**config.mk**
```make
export PLATFORM = sky130hd
export DESIGN_NAME = morse_token_decoder_unit_flat
export DESIGN_NICKNAME = d
export VERILOG_FILES = /design/src/mtd_pkg.sv /design/src/mtd_channel_if.sv /design/src/mtd_token_stage.sv /design/src/morse_token_decoder_unit.sv /design/src/flat_wrapper.sv
export SDC_FILE = /design/constraint.sdc
export NUM_CORES = 1
export LEC_CHECK = 0
export ABC_AREA = 1
export BUFFER_PORTS_ARGS = -buffer_cell sky130_fd_sc_hd__buf_2
export CAP_MARGIN = 20
export CORE_UTILIZATION = 55
export CTS_BUF_LIST = sky130_fd_sc_hd__clkbuf_4 sky130_fd_sc_hd__clkbuf_8
export CTS_CLUSTER_DIAMETER = 150
export CTS_CLUSTER_SIZE = 16
export DETAILED_ROUTE_END_ITERATION = 8
export GPL_ROUTABILITY_DRIVEN = 0
export GPL_TIMING_DRIVEN = 0
export PLACE_DENSITY = 0.81
export SLEW_MARGIN = 10
export SYNTH_ARGS = -nofsm -noshare
export SYNTH_HDL_FRONTEND = slang
export SYNTH_SLANG_ARGS = --single-unit
export TNS_END_PERCENT = 50
```
**constraint.sdc**
```tcl
create_clock -name clock -period 2.6 [get_ports clock]
set_clock_uncertainty 0.15 [all_clocks]
set_input_delay 0.52 -clock clock [delete_from_list [all_inputs] [get_ports clock]]
set_output_delay 0.52 -clock clock [all_outputs]
set_load 0.05 [all_outputs]
```
**src/mtd_pkg.sv**
```systemverilog
// shared types, codes and the token lookup table of the morse token decoder
package mtd_pkg;

   localparam int SYMBOL_WIDTH = 8;
   localparam int CHAR_WIDTH   = 7;
   localparam int STATUS_WIDTH = 2;
   localparam int MAX_SYMBOLS  = 6;
   localparam int COUNT_WIDTH  = 3;
   localparam int CODE_WIDTH   = 2;
   localparam int BUFFER_WIDTH = MAX_SYMBOLS * CODE_WIDTH;

   // result status codes
   localparam logic [STATUS_WIDTH-1:0] STATUS_OK    = 2'd0;
   localparam logic [STATUS_WIDTH-1:0] STATUS_EMPTY = 2'd1;
   localparam logic [STATUS_WIDTH-1:0] STATUS_BAD   = 2'd2;

   // text bytes with a meaning
   localparam logic [SYMBOL_WIDTH-1:0] BYTE_DOT   = 8'h2e;
   localparam logic [SYMBOL_WIDTH-1:0] BYTE_DASH  = 8'h2d;
   localparam logic [SYMBOL_WIDTH-1:0] BYTE_SLASH = 8'h2f;
   localparam logic [SYMBOL_WIDTH-1:0] BYTE_SPACE = 8'h20;

   // two-bit symbol codes in the token buffer
   localparam logic [CODE_WIDTH-1:0] SYM_NO = 2'd0;
   localparam logic [CODE_WIDTH-1:0] SYM_DT = 2'd1;
   localparam logic [CODE_WIDTH-1:0] SYM_DH = 2'd2;
   localparam logic [CODE_WIDTH-1:0] SYM_SL = 2'd3;

   typedef struct packed {
      logic                    emit;
      logic [CHAR_WIDTH-1:0]   decoded_char;
      logic [STATUS_WIDTH-1:0] status;
      logic                    final_result;
   } result_type;

   function automatic logic [CODE_WIDTH-1:0] symbol_code(input logic [SYMBOL_WIDTH-1:0] b);
      logic [CODE_WIDTH-1:0] c;
      case (b)
         BYTE_DOT:   c = SYM_DT;
         BYTE_DASH:  c = SYM_DH;
         BYTE_SLASH: c = SYM_SL;
         default:    c = SYM_NO;
      endcase
      return c;
   endfunction

   // first symbol sits in the low bits, so patterns read right to left
   // returns 0 for a pattern that is not in the table
   function automatic logic [CHAR_WIDTH-1:0] lookup(input logic [BUFFER_WIDTH-1:0] buffer);
      logic [CHAR_WIDTH-1:0] ch;
      case (buffer)
         {SYM_NO, SYM_NO, SYM_NO, SYM_NO, SYM_DH, SYM_DT}: ch = 7'h61; // a
         {SYM_NO, SYM_NO, SYM_DT, SYM_DT, SYM_DT, SYM_DH}: ch = 7'h62; // b
         {SYM_NO, SYM_NO, SYM_DT, SYM_DH, SYM_DT, SYM_DH}: ch = 7'h63; // c
         {SYM_NO, SYM_NO, SYM_NO, SYM_DT, SYM_DT, SYM_DH}: ch = 7'h64; // d
         {SYM_NO, SYM_NO, SYM_NO, SYM_NO, SYM_NO, SYM_DT}: ch = 7'h65; // e
         {SYM_NO, SYM_NO, SYM_DT, SYM_DH, SYM_DT, SYM_DT}: ch = 7'h66; // f
         {SYM_NO, SYM_NO, SYM_NO, SYM_DT, SYM_DH, SYM_DH}: ch = 7'h67; // g
         {SYM_NO, SYM_NO, SYM_DT, SYM_DT, SYM_DT, SYM_DT}: ch = 7'h68; // h
         {SYM_NO, SYM_NO, SYM_NO, SYM_NO, SYM_DT, SYM_DT}: ch = 7'h69; // i
         {SYM_NO, SYM_NO, SYM_DH, SYM_DH, SYM_DH, SYM_DT}: ch = 7'h6a; // j
         {SYM_NO, SYM_NO, SYM_NO, SYM_DH, SYM_DT, SYM_DH}: ch = 7'h6b; // k
         {SYM_NO, SYM_NO, SYM_DT, SYM_DT, SYM_DH, SYM_DT}: ch = 7'h6c; // l
         {SYM_NO, SYM_NO, SYM_NO, SYM_NO, SYM_DH, SYM_DH}: ch = 7'h6d; // m
         {SYM_NO, SYM_NO, SYM_NO, SYM_NO, SYM_DT, SYM_DH}: ch = 7'h6e; // n
         {SYM_NO, SYM_NO, SYM_NO, SYM_DH, SYM_DH, SYM_DH}: ch = 7'h6f; // o
         {SYM_NO, SYM_NO, SYM_DT, SYM_DH, SYM_DH, SYM_DT}: ch = 7'h70; // p
         {SYM_NO, SYM_NO, SYM_DH, SYM_DT, SYM_DH, SYM_DH}: ch = 7'h71; // q
         {SYM_NO, SYM_NO, SYM_NO, SYM_DT, SYM_DH, SYM_DT}: ch = 7'h72; // r
         {SYM_NO, SYM_NO, SYM_NO, SYM_DT, SYM_DT, SYM_DT}: ch = 7'h73; // s
         {SYM_NO, SYM_NO, SYM_NO, SYM_NO, SYM_NO, SYM_DH}: ch = 7'h74; // t
         {SYM_NO, SYM_NO, SYM_NO, SYM_DH, SYM_DT, SYM_DT}: ch = 7'h75; // u
         {SYM_NO, SYM_NO, SYM_DH, SYM_DT, SYM_DT, SYM_DT}: ch = 7'h76; // v
         {SYM_NO, SYM_NO, SYM_NO, SYM_DH, SYM_DH, SYM_DT}: ch = 7'h77; // w
         {SYM_NO, SYM_NO, SYM_DH, SYM_DT, SYM_DT, SYM_DH}: ch = 7'h78; // x
         {SYM_NO, SYM_NO, SYM_DH, SYM_DH, SYM_DT, SYM_DH}: ch = 7'h79; // y
         {SYM_NO, SYM_NO, SYM_DT, SYM_DT, SYM_DH, SYM_DH}: ch = 7'h7a; // z
         {SYM_NO, SYM_DH, SYM_DH, SYM_DH, SYM_DH, SYM_DH}: ch = 7'h30; // 0
         {SYM_NO, SYM_DH, SYM_DH, SYM_DH, SYM_DH, SYM_DT}: ch = 7'h31; // 1
         {SYM_NO, SYM_DH, SYM_DH, SYM_DH, SYM_DT, SYM_DT}: ch = 7'h32; // 2
         {SYM_NO, SYM_DH, SYM_DH, SYM_DT, SYM_DT, SYM_DT}: ch = 7'h33; // 3
         {SYM_NO, SYM_DH, SYM_DT, SYM_DT, SYM_DT, SYM_DT}: ch = 7'h34; // 4
         {SYM_NO, SYM_DT, SYM_DT, SYM_DT, SYM_DT, SYM_DT}: ch = 7'h35; // 5
         {SYM_NO, SYM_DT, SYM_DT, SYM_DT, SYM_DT, SYM_DH}: ch = 7'h36; // 6
         {SYM_NO, SYM_DT, SYM_DT, SYM_DT, SYM_DH, SYM_DH}: ch = 7'h37; // 7
         {SYM_NO, SYM_DT, SYM_DT, SYM_DH, SYM_DH, SYM_DH}: ch = 7'h38; // 8
         {SYM_NO, SYM_DT, SYM_DH, SYM_DH, SYM_DH, SYM_DH}: ch = 7'h39; // 9
         {SYM_NO, SYM_NO, SYM_NO, SYM_NO, SYM_NO, SYM_SL}: ch = 7'h20; // space
         {SYM_NO, SYM_NO, SYM_NO, SYM_NO, SYM_SL, SYM_SL}: ch = 7'h2e; // period
         {SYM_DT, SYM_DT, SYM_DH, SYM_DH, SYM_DT, SYM_DT}: ch = 7'h3f; // question mark
         default:                                          ch = '0;
      endcase
      return ch;
   endfunction

endpackage

```
**src/mtd_channel_if.sv**
```systemverilog
// valid/ready channel interfaces for text bytes and decoded results
interface mtd_req_if;
   logic                                valid;
   logic                                ready;
   logic [mtd_pkg::SYMBOL_WIDTH-1:0]    symbol;
   logic                                message_end;

   modport source (output valid, output symbol, output message_end, input ready);
   modport sink   (input valid, input symbol, input message_end, output ready);
endinterface

interface mtd_rsp_if;
   logic                                valid;
   logic                                ready;
   logic [mtd_pkg::CHAR_WIDTH-1:0]      decoded_char;
   logic [mtd_pkg::STATUS_WIDTH-1:0]    status;
   logic                                final_result;

   modport source (output valid, output decoded_char, output status, output final_result,
                   input ready);
   modport sink   (input valid, input decoded_char, input status, input final_result,
                   output ready);
endinterface

```
**src/mtd_token_stage.sv**
```systemverilog
// token collector: symbol buffer, count and error flag, plus the token lookup
module mtd_token_stage (
   input  logic                             clock,
   input  logic                             reset,
   input  logic                             accept,
   input  logic [mtd_pkg::SYMBOL_WIDTH-1:0] symbol,
   input  logic                             message_end,
   output mtd_pkg::result_type              result
);
   import mtd_pkg::*;

   logic [BUFFER_WIDTH-1:0] buffer_ff, buffer_in, buffer_upd;
   logic [COUNT_WIDTH-1:0]  count_ff, count_in, count_upd;
   logic                    invalid_ff, invalid_in, invalid_upd;
   logic [CODE_WIDTH-1:0]   code;
   logic [CHAR_WIDTH-1:0]   found;
   logic                    is_space;

   always_comb begin
      code        = symbol_code(symbol);
      is_space    = (symbol == BYTE_SPACE);
      buffer_upd  = buffer_ff;
      count_upd   = count_ff;
      invalid_upd = invalid_ff;
      if (!is_space) begin
         if (code == SYM_NO) begin
            invalid_upd = 1'b1;
         end else if (count_ff >= COUNT_WIDTH'(MAX_SYMBOLS)) begin
            // seventh symbol is dropped but spoils the token
            invalid_upd = 1'b1;
         end else begin
            buffer_upd = buffer_ff | ({{(BUFFER_WIDTH-CODE_WIDTH){1'b0}}, code}
                                      << {count_ff, 1'b0});
            count_upd  = count_ff + 1'b1;
         end
      end

      found               = lookup(buffer_upd);
      result.emit         = is_space || message_end;
      result.final_result = message_end;
      result.decoded_char = '0;
      if (invalid_upd) begin
         result.status = STATUS_BAD;
      end else if (count_upd == '0) begin
         result.status = STATUS_EMPTY;
      end else if (found != '0) begin
         result.status       = STATUS_OK;
         result.decoded_char = found;
      end else begin
         result.status = STATUS_BAD;
      end

      buffer_in  = buffer_ff;
      count_in   = count_ff;
      invalid_in = invalid_ff;
      if (accept) begin
         if (result.emit) begin
            buffer_in  = '0;
            count_in   = '0;
            invalid_in = 1'b0;
         end else begin
            buffer_in  = buffer_upd;
            count_in   = count_upd;
            invalid_in = invalid_upd;
         end
      end
   end

   always_ff @(posedge clock) begin
      if (reset) begin
         buffer_ff  <= '0;
         count_ff   <= '0;
         invalid_ff <= 1'b0;
      end else begin
         buffer_ff  <= buffer_in;
         count_ff   <= count_in;
         invalid_ff <= invalid_in;
      end
   end

endmodule

```
**src/morse_token_decoder_unit.sv**
```systemverilog
// morse token decoder top level: token collector feeding a result register
//
// req_ch carries one text byte per transfer: '.', '-' and '/' are symbols,
// a space ends the current token, and message_end marks the last byte of
// a message (a symbol on that byte is collected first, then the token ends).
// rsp_ch carries one result per ended token: decoded_char, status
// (ok, empty token, unknown/over-long/foreign token) and final_result.
// Bytes that do not end a token give no result.
//
// The result of a byte accepted at one edge is valid on rsp_ch after that
// edge. Throughput is one byte per cycle while no result stalls, set by the
// combinational collect-and-lookup path in front of the result register.
// While the result register holds an untaken result, req_ch.ready follows
// rsp_ch.ready, so a stalled receiver stalls the sender in the same cycle
// and a byte is still taken in the cycle the pending result leaves.
// Synchronous reset empties the result register and clears the token.
module morse_token_decoder_unit (
   input logic      clock,
   input logic      reset,
   mtd_req_if.sink  req_ch,
   mtd_rsp_if.source rsp_ch
);
   import mtd_pkg::*;

   result_type              result;
   logic                    accept;
   logic                    valid_ff, valid_in;
   logic [CHAR_WIDTH-1:0]   char_ff;
   logic [STATUS_WIDTH-1:0] status_ff;
   logic                    final_ff;

   assign req_ch.ready = !valid_ff || rsp_ch.ready;
   assign accept       = req_ch.valid && req_ch.ready;

   mtd_token_stage u_token (
      .clock       (clock),
      .reset       (reset),
      .accept      (accept),
      .symbol      (req_ch.symbol),
      .message_end (req_ch.message_end),
      .result      (result)
   );

   always_comb begin
      valid_in = valid_ff && !rsp_ch.ready;
      if (accept && result.emit) begin
         valid_in = 1'b1;
      end
   end

   always_ff @(posedge clock) begin
      if (reset) begin
         valid_ff <= 1'b0;
      end else begin
         valid_ff <= valid_in;
      end
   end

   // payload only loads on a transfer that ends a token
   always_ff @(posedge clock) begin
      if (accept && result.emit) begin
         char_ff   <= result.decoded_char;
         status_ff <= result.status;
         final_ff  <= result.final_result;
      end
   end

   assign rsp_ch.valid        = valid_ff;
   assign rsp_ch.decoded_char = char_ff;
   assign rsp_ch.status       = status_ff;
   assign rsp_ch.final_result = final_ff;

endmodule

```
**src/flat_wrapper.sv**
```systemverilog
// flat-port wrapper written by rule: the top's interface ports become plain ports
module morse_token_decoder_unit_flat import mtd_pkg::*;
  (clock, reset, req_ch_valid, req_ch_symbol, req_ch_message_end, req_ch_ready, rsp_ch_valid, rsp_ch_decoded_char, rsp_ch_status, rsp_ch_final_result, rsp_ch_ready);
  mtd_req_if req_ch_i ();
  mtd_rsp_if rsp_ch_i ();
  input logic clock;
  input logic reset;
  input wire logic [$bits(req_ch_i.valid)-1:0] req_ch_valid;
  input wire logic [$bits(req_ch_i.symbol)-1:0] req_ch_symbol;
  input wire logic [$bits(req_ch_i.message_end)-1:0] req_ch_message_end;
  output wire logic [$bits(req_ch_i.ready)-1:0] req_ch_ready;
  output wire logic [$bits(rsp_ch_i.valid)-1:0] rsp_ch_valid;
  output wire logic [$bits(rsp_ch_i.decoded_char)-1:0] rsp_ch_decoded_char;
  output wire logic [$bits(rsp_ch_i.status)-1:0] rsp_ch_status;
  output wire logic [$bits(rsp_ch_i.final_result)-1:0] rsp_ch_final_result;
  input wire logic [$bits(rsp_ch_i.ready)-1:0] rsp_ch_ready;
  assign req_ch_i.valid = req_ch_valid;
  assign req_ch_i.symbol = req_ch_symbol;
  assign req_ch_i.message_end = req_ch_message_end;
  assign req_ch_ready = req_ch_i.ready;
  assign rsp_ch_valid = rsp_ch_i.valid;
  assign rsp_ch_decoded_char = rsp_ch_i.decoded_char;
  assign rsp_ch_status = rsp_ch_i.status;
  assign rsp_ch_final_result = rsp_ch_i.final_result;
  assign rsp_ch_i.ready = rsp_ch_ready;
  morse_token_decoder_unit u_core (.clock(clock), .reset(reset), .req_ch(req_ch_i), .rsp_ch(rsp_ch_i));
endmodule
```
## After elaboration in Yosys (flattened, before gate mapping)

Cells that the tools add are included.

- Eq/ne operators: 43
- Order comparisons: 1
- Shift operators: 1
- $add $sub $neg: 1
- Bitwise gates (word level): 2
- Muxes and demuxes: 17
- Reduce and logical (&&, ||, !) cells: 11

Operators with widths:

| kind | number |
|---|---|
| $pmux 7 s39 | 1 |
| $eq 12x7->1 const B | 7 |
| $eq 12x10->1 const B | 5 |
| $eq 12x8->1 const B | 5 |
| $eq 12x9->1 const B | 5 |
| $eq 12x5->1 const B | 4 |
| $eq 12x6->1 const B | 4 |
| $mux 12 | 4 |
| $eq 12x4->1 const B | 3 |
| $eq 8x6->1 const B | 4 |
| $eq 12x2->1 const B | 2 |
| $eq 12x3->1 const B | 2 |
| $eq 12x1->1 const B | 1 |
| $eq 12x11->1 const B | 1 |
| $mux 3 | 4 |
| $or 12x12->12 | 1 |
| $shl 2x4->12 | 1 |
| $reduce_bool 7->1 | 1 |
| $pmux 2 s3 | 1 |
| $mux 1 | 5 |
| $mux 2 | 2 |
| $add 3x1->3 const B | 1 |
| $ge 3x3->1 const B | 1 |
| $logic_and 1x1->1 | 3 |
| other kinds (6) | 8 |

- Input bits: 13
- Register bits after elaboration: 27
- Output and inout bits: 12
- Word-level logic and storage cells: 83

## Logic depth before layout (Yosys ltp)

- Depth in word-level cells: 12
- Depth in mapped cells: 20
- Gate-level depth less buffers: 19

## Hierarchy

Synthesis repeated with hierarchy kept, for this count alone.

- Cells, all modules: 387
- Area, all modules: 2,556.2 µm²

Modules (own cells, without submodules):

| module | area each (µm²) | times used | cells an instance | seq. area each (µm²) |
|---|---|---|---|---|
| mtd_token_stage | 2,180.8 | 1 | 365 | 320.3 |
| morse_token_decoder_unit | 375.4 | 1 | 22 | 320.3 |

## Worst setup path before layout

OpenSTA, ideal clock, no wires.

- Kind: reg-to-reg
- Start point: register u_core.valid_ff, in the netlist u_core.rsp_ch.valid
- End point: register u_core.u_token.buffer_ff[6]
- Data required time: 2.316 ns
- Setup slack: 0.084 ns
- Stages on the path, launching flop included: 7
- Path buffers: 1
- Arrival time: 2.232 ns
- Period minus slack after synthesis: 2.516 ns
- Path through: dfxtp_1 nand2_1 nand2_1 nor2_1 or2_2 clkbuf_1 a211oi_1

- Longest elaborated chain between the ends: 3

RTL lines:

| item | line | text |
|---|---|---|
| from (decl) | morse_token_decoder_unit.sv:27 | `logic valid_ff, valid_in;` |
| from (signal assigned) | morse_token_decoder_unit.sv:55 | `valid_ff <= valid_in;` |
| $logic_not 1->1 | morse_token_decoder_unit.sv:32 | `assign req_ch.ready = !valid_ff \|\| rsp_ch.ready;` |
| $logic_or 1x1->1 | morse_token_decoder_unit.sv:32 |  |
| named net req_ch_ready | flat_wrapper.sv:11 | `output wire logic [$bits(req_ch_i.ready)-1:0] req_ch_ready;` |
| $logic_and 1x1->1 | morse_token_decoder_unit.sv:33 | `assign accept = req_ch.valid && req_ch.ready;` |
| to (signal assigned) | mtd_token_stage.sv:75 | `buffer_ff <= buffer_in;` |
| to (decl) | mtd_token_stage.sv:12 | `logic [BUFFER_WIDTH-1:0] buffer_ff, buffer_in, buffer_upd;` |

The timed path passes the listed nets, and every way through them passes these cells.
A chain may end at the register's enable or synchronous reset.

## Worst setup path in the final report

- Start point: input port req_ch_symbol[7]
- End point: register u_core.char_ff[1], in the netlist u_core.rsp_ch.decoded_char[1], data pin

- Longest elaborated chain between the ends: 12
- Elaborated cells between the ends (all ways): 59
- Classes of those cells: eq/ne (43); shift (1); mux (9); bitwise (2); reduce/logical (4)

RTL lines:

| item | line | text |
|---|---|---|
| from (decl) | flat_wrapper.sv:9 | `input wire logic [$bits(req_ch_i.symbol)-1:0] req_ch_symbol;` |
| $eq 8x6->1 | mtd_pkg.sv:38 | `case (b)` |
| $pmux 2 s3 | mtd_pkg.sv:38 |  |
| $shl 2x4->12 | mtd_token_stage.sv:32 | `buffer_upd = buffer_ff \| ({{(BUFFER_WIDTH-CODE_WIDTH){1'b0}}, code}` |
| $or 12x12->12 | mtd_token_stage.sv:32 |  |
| $mux 12 | mtd_token_stage.sv:28 | `end else if (count_ff >= COUNT_WIDTH'(MAX_SYMBOLS)) begin` |
| $mux 12 | mtd_token_stage.sv:26 | `if (code == SYM_NO) begin` |
| $mux 12 | mtd_token_stage.sv:25 | `if (!is_space) begin` |
| $eq 12x11->1, or another cell as far along | mtd_pkg.sv:51 | `case (buffer)` |
| $pmux 7 s39 | mtd_pkg.sv:51 |  |
| $reduce_bool 7->1 | mtd_token_stage.sv:46 | `end else if (found != '0) begin` |
| $not 1->1 (no line) | n/a |  |
| $reduce_or 3->1 (no line) | n/a |  |
| to (signal assigned) | morse_token_decoder_unit.sv:62 | `char_ff <= result.decoded_char;` |
| to (decl) | morse_token_decoder_unit.sv:28 | `logic [CHAR_WIDTH-1:0] char_ff;` |

Parallel ways exist; a longest one is shown, timed or not.

==> flow_metrics.tcl <==
set metrics [dict create \
    yosysTopAreaCell "dfxtp_1" \
    final_common_cell "nand2_1" \
    reg2reg_from "u_core.u_token.count_ff[0]$_SDFFE_PP0P_" \
    status "finished with violations" \
    slew-limit-headroom 0.641 \
    syn_to_final_growth_pct 29.2 \
    drtIter0Drc 287 \
    first_global_vias 2217 \
    grt_usage 0.289 \
    die_x_um 66.6 \
    critPathKind "primary input to flip-flop" \
    clock_latency_ns 0.29 \
    period_needed_ns 2.61 \
    cap_violations 0 \
    worstPathRequired_ns 2.51 \
    tightest_slew_ns 0.538 \
    layout_setup_ws_ns -0.00902 \
    num_vias 2713 \
    synth_area_leaders "dfxtp_1 15%, nand2_1 14%, edfxtp_1 13%" \
    dr.pass1.iters 8 \
    synth_fp_nets 385 \
    ant_nets 0 \
    setup_viol 1 \
    cp.arrival_ns 2.51 \
    min_from "req_ch_message_end" \
    dp_slack_ns -0.324 \
    hold_end "u_core.rsp_ch.final_result$_DFFE_PP_" \
    drive_above_1_share 0.333 \
    ctsHoldBuffers 0 \
    nets 428 \
    reg2reg_slack_ns 0.01 \
    r2r-end "u_core.rsp_ch.decoded_char[1]$_SDFFCE_PP0P_" \
    whs_ns 0.277 \
    finalMaxSlewViolations 0 \
    antenna_cells 0 \
    drcViolationCount 0 \
    synth-seq-area-share 0.279 \
    ctsHtreeMaxLevel 1 \
    grt_max_degree 18 \
    syn_area_um2 2300 \
    yosys_warnings 0 \
    io_pins 25 \
    rows 23 \
    hold_class "primary input to flip-flop" \
    vdd.ir_drop.worst_v 0.000202 \
    start_util 0.575 \
    routed_wl_mm 6.84 \
    leakage_nw 1.31 \
    power_mw 0.814 \
    postSynthCellCount 370 \
    tritoncts "built" \
    yosys.area.top_type_share 0.148 \
    viasPerCell 5.87 \
    synth_cell_types 31 \
    clockBufferDepth 2 \
    max_freq_mhz 383 \
    min_path_cells 1 \
    die_y_um 66.6 \
    violations "negative setup slack" \
    rsz0062_at_grt "true" \
    dp_hpwl_mm 4.53 \
    avgSynthCellArea_um2 6.21 \
    cts.clk_slew.worst_paths_ns 0.11 \
    cts-root-buf "clkbuf_8" \
    critPathCaptureType "flip-flop" \
    fin_crit_sh 1.00 \
    hold_violations 0 \
    numCtsBuffers 3 \
    wl_per_cell_um 14.8 \
    final_cell_mix "69 x nand2_1, 57 x nor2_1, 35 x inv_1, 29 x nand3_1, 22 x buf_2" \
    die-area_um2 4440 \
    final.setup.tns_ns -0.00902 \
    antenna_found_initial 0 \
    p_per_area_nw_per_um2 274 \
    worstRegToRegCells 16 \
    cp_max_fo 8 \
    cts.sinks 27 \
    grt_pass1_wl_mm 9.75 \
    ys_ff_latch 27 \
    numPortBuffers 24 \
    fin_util 0.742 \
    core_um2 4000 \
    setup.worst_path.start_class "primary input" \
    overflow 0 \
]
[cell type report]
class                      count  area, µm²
multi-input combinational    296       1740
fill                         294       1030
sequential                    27        646
timing repair buffer          38        256
inverter                      42        170
tap                           50       62.6
clock buffer                   3       41.3
buffer                         5       41.3
clock inverter                 1       8.76
[synth_stat cells (all sizes together)]
cell	n
nand2	93
nand3	39
a211oi	7
nor3	13
xor2	1
a21oi	10
nor2	95
ha	2
nand4	16
dfxtp	17
nor3b	2
o21bai	5
clkbuf	2
o2bb2ai	1
o21ai	9
edfxtp	10
buf	4
inv	42
or2	2
[cells by family (layout without fill, tap and decap cells)]
kind of cell | count (synthesis) | after routing | share of synthesized area
compound gates | 32 | 32 | 0.0909
flops | 27 | 27 | 0.279
buf+inv | 48 | 89 | 0.0920
xor+xnor | 1 | 1 | 0.00381
simple gates | 260 | 261 | 0.524
fa+ha+maj | 2 | 2 | 0.0109
[how the worst max path moves through the flow]
stage	startpoint	cells after the start	end	slack [ns]
after floorplan	u_core.rsp_ch.valid$_SDFF_PP0_	6	u_core.u_token.buffer_ff[6]$_SDFFE_PP0P_	0.08
after global placement	req_ch_symbol[4]	16	u_core.rsp_ch.decoded_char[4]$_SDFFCE_PP0P_	-0.29
after detailed placement	req_ch_symbol[4]	11	u_core.u_token.buffer_ff[7]$_SDFFE_PP0P_	-0.32
after CTS	u_core.u_token.count_ff[0]$_SDFFE_PP0P_	20	u_core.rsp_ch.decoded_char[3]$_SDFFCE_PP0P_	0.006
after global routing	req_ch_symbol[7]	18	u_core.rsp_ch.decoded_char[6]$_SDFFCE_PP0P_	-0.20
final	req_ch_symbol[7]	15	u_core.rsp_ch.decoded_char[1]$_SDFFCE_PP0P_	-0.009
[metal layers]
layer | wire length [µm] | global-route usage | share of wire
met1 | 2680 | 0.376 | 0.39
met3 | 625 | 0.0651 | 0.091
met5 | 0 | 0 | 0
met4 | 319 | 0.109 | 0.047
met2 | 3210 | 0.458 | 0.47
[flip-flops by register name (all words and copies together) (netlist names)]
name,cells
u_core.rsp_ch.valid,1
u_core.u_token.buffer_ff,12
u_core.rsp_ch.final_result,1
u_core.rsp_ch.status,2
u_core.rsp_ch.decoded_char,7
u_core.u_token.count_ff,3
u_core.u_token.invalid_ff,1
[through the flow]
step                      instances  instance area (µm²)
after global placement          444                 2480
after CTS                       456                 2640
after detailed placement        444                 2480
final                           462                 2970
after global routing            462                 2970
after floorplan                 370                 2300
[power breakdown]
group	internal, mW	switching, mW
registers	0.444	0.00201
logic	0.0273	0.0700
clock network	0.113	0.158
total	0.584	0.230
[worst max-delay path, cell delays in order]
cell and delay (ns):
buf_8 0.10, inv_2 0.04, nand2_2 0.06, nor2_4 0.18, nand4_1 0.25, nor2_4 0.20
nor2_4 0.05, nand2_4 0.11, nor2_4 0.08, buf_4 0.16, nand3_1 0.16, nand3_1 0.10
or2_2 0.29, nor3_2 0.15, nor2_1 0.06
[timing repair]
action / CTS / global route
endpoints found under the setup margin: 14 / 8
setup buffers: 6 / 7
gates cloned: 2 / 0
resized for setup: 18 / 78
hold endpoints to repair: 0 / 0
pin swaps: 10 / 17
Note: power is estimated with default switching activity, not from simulation.
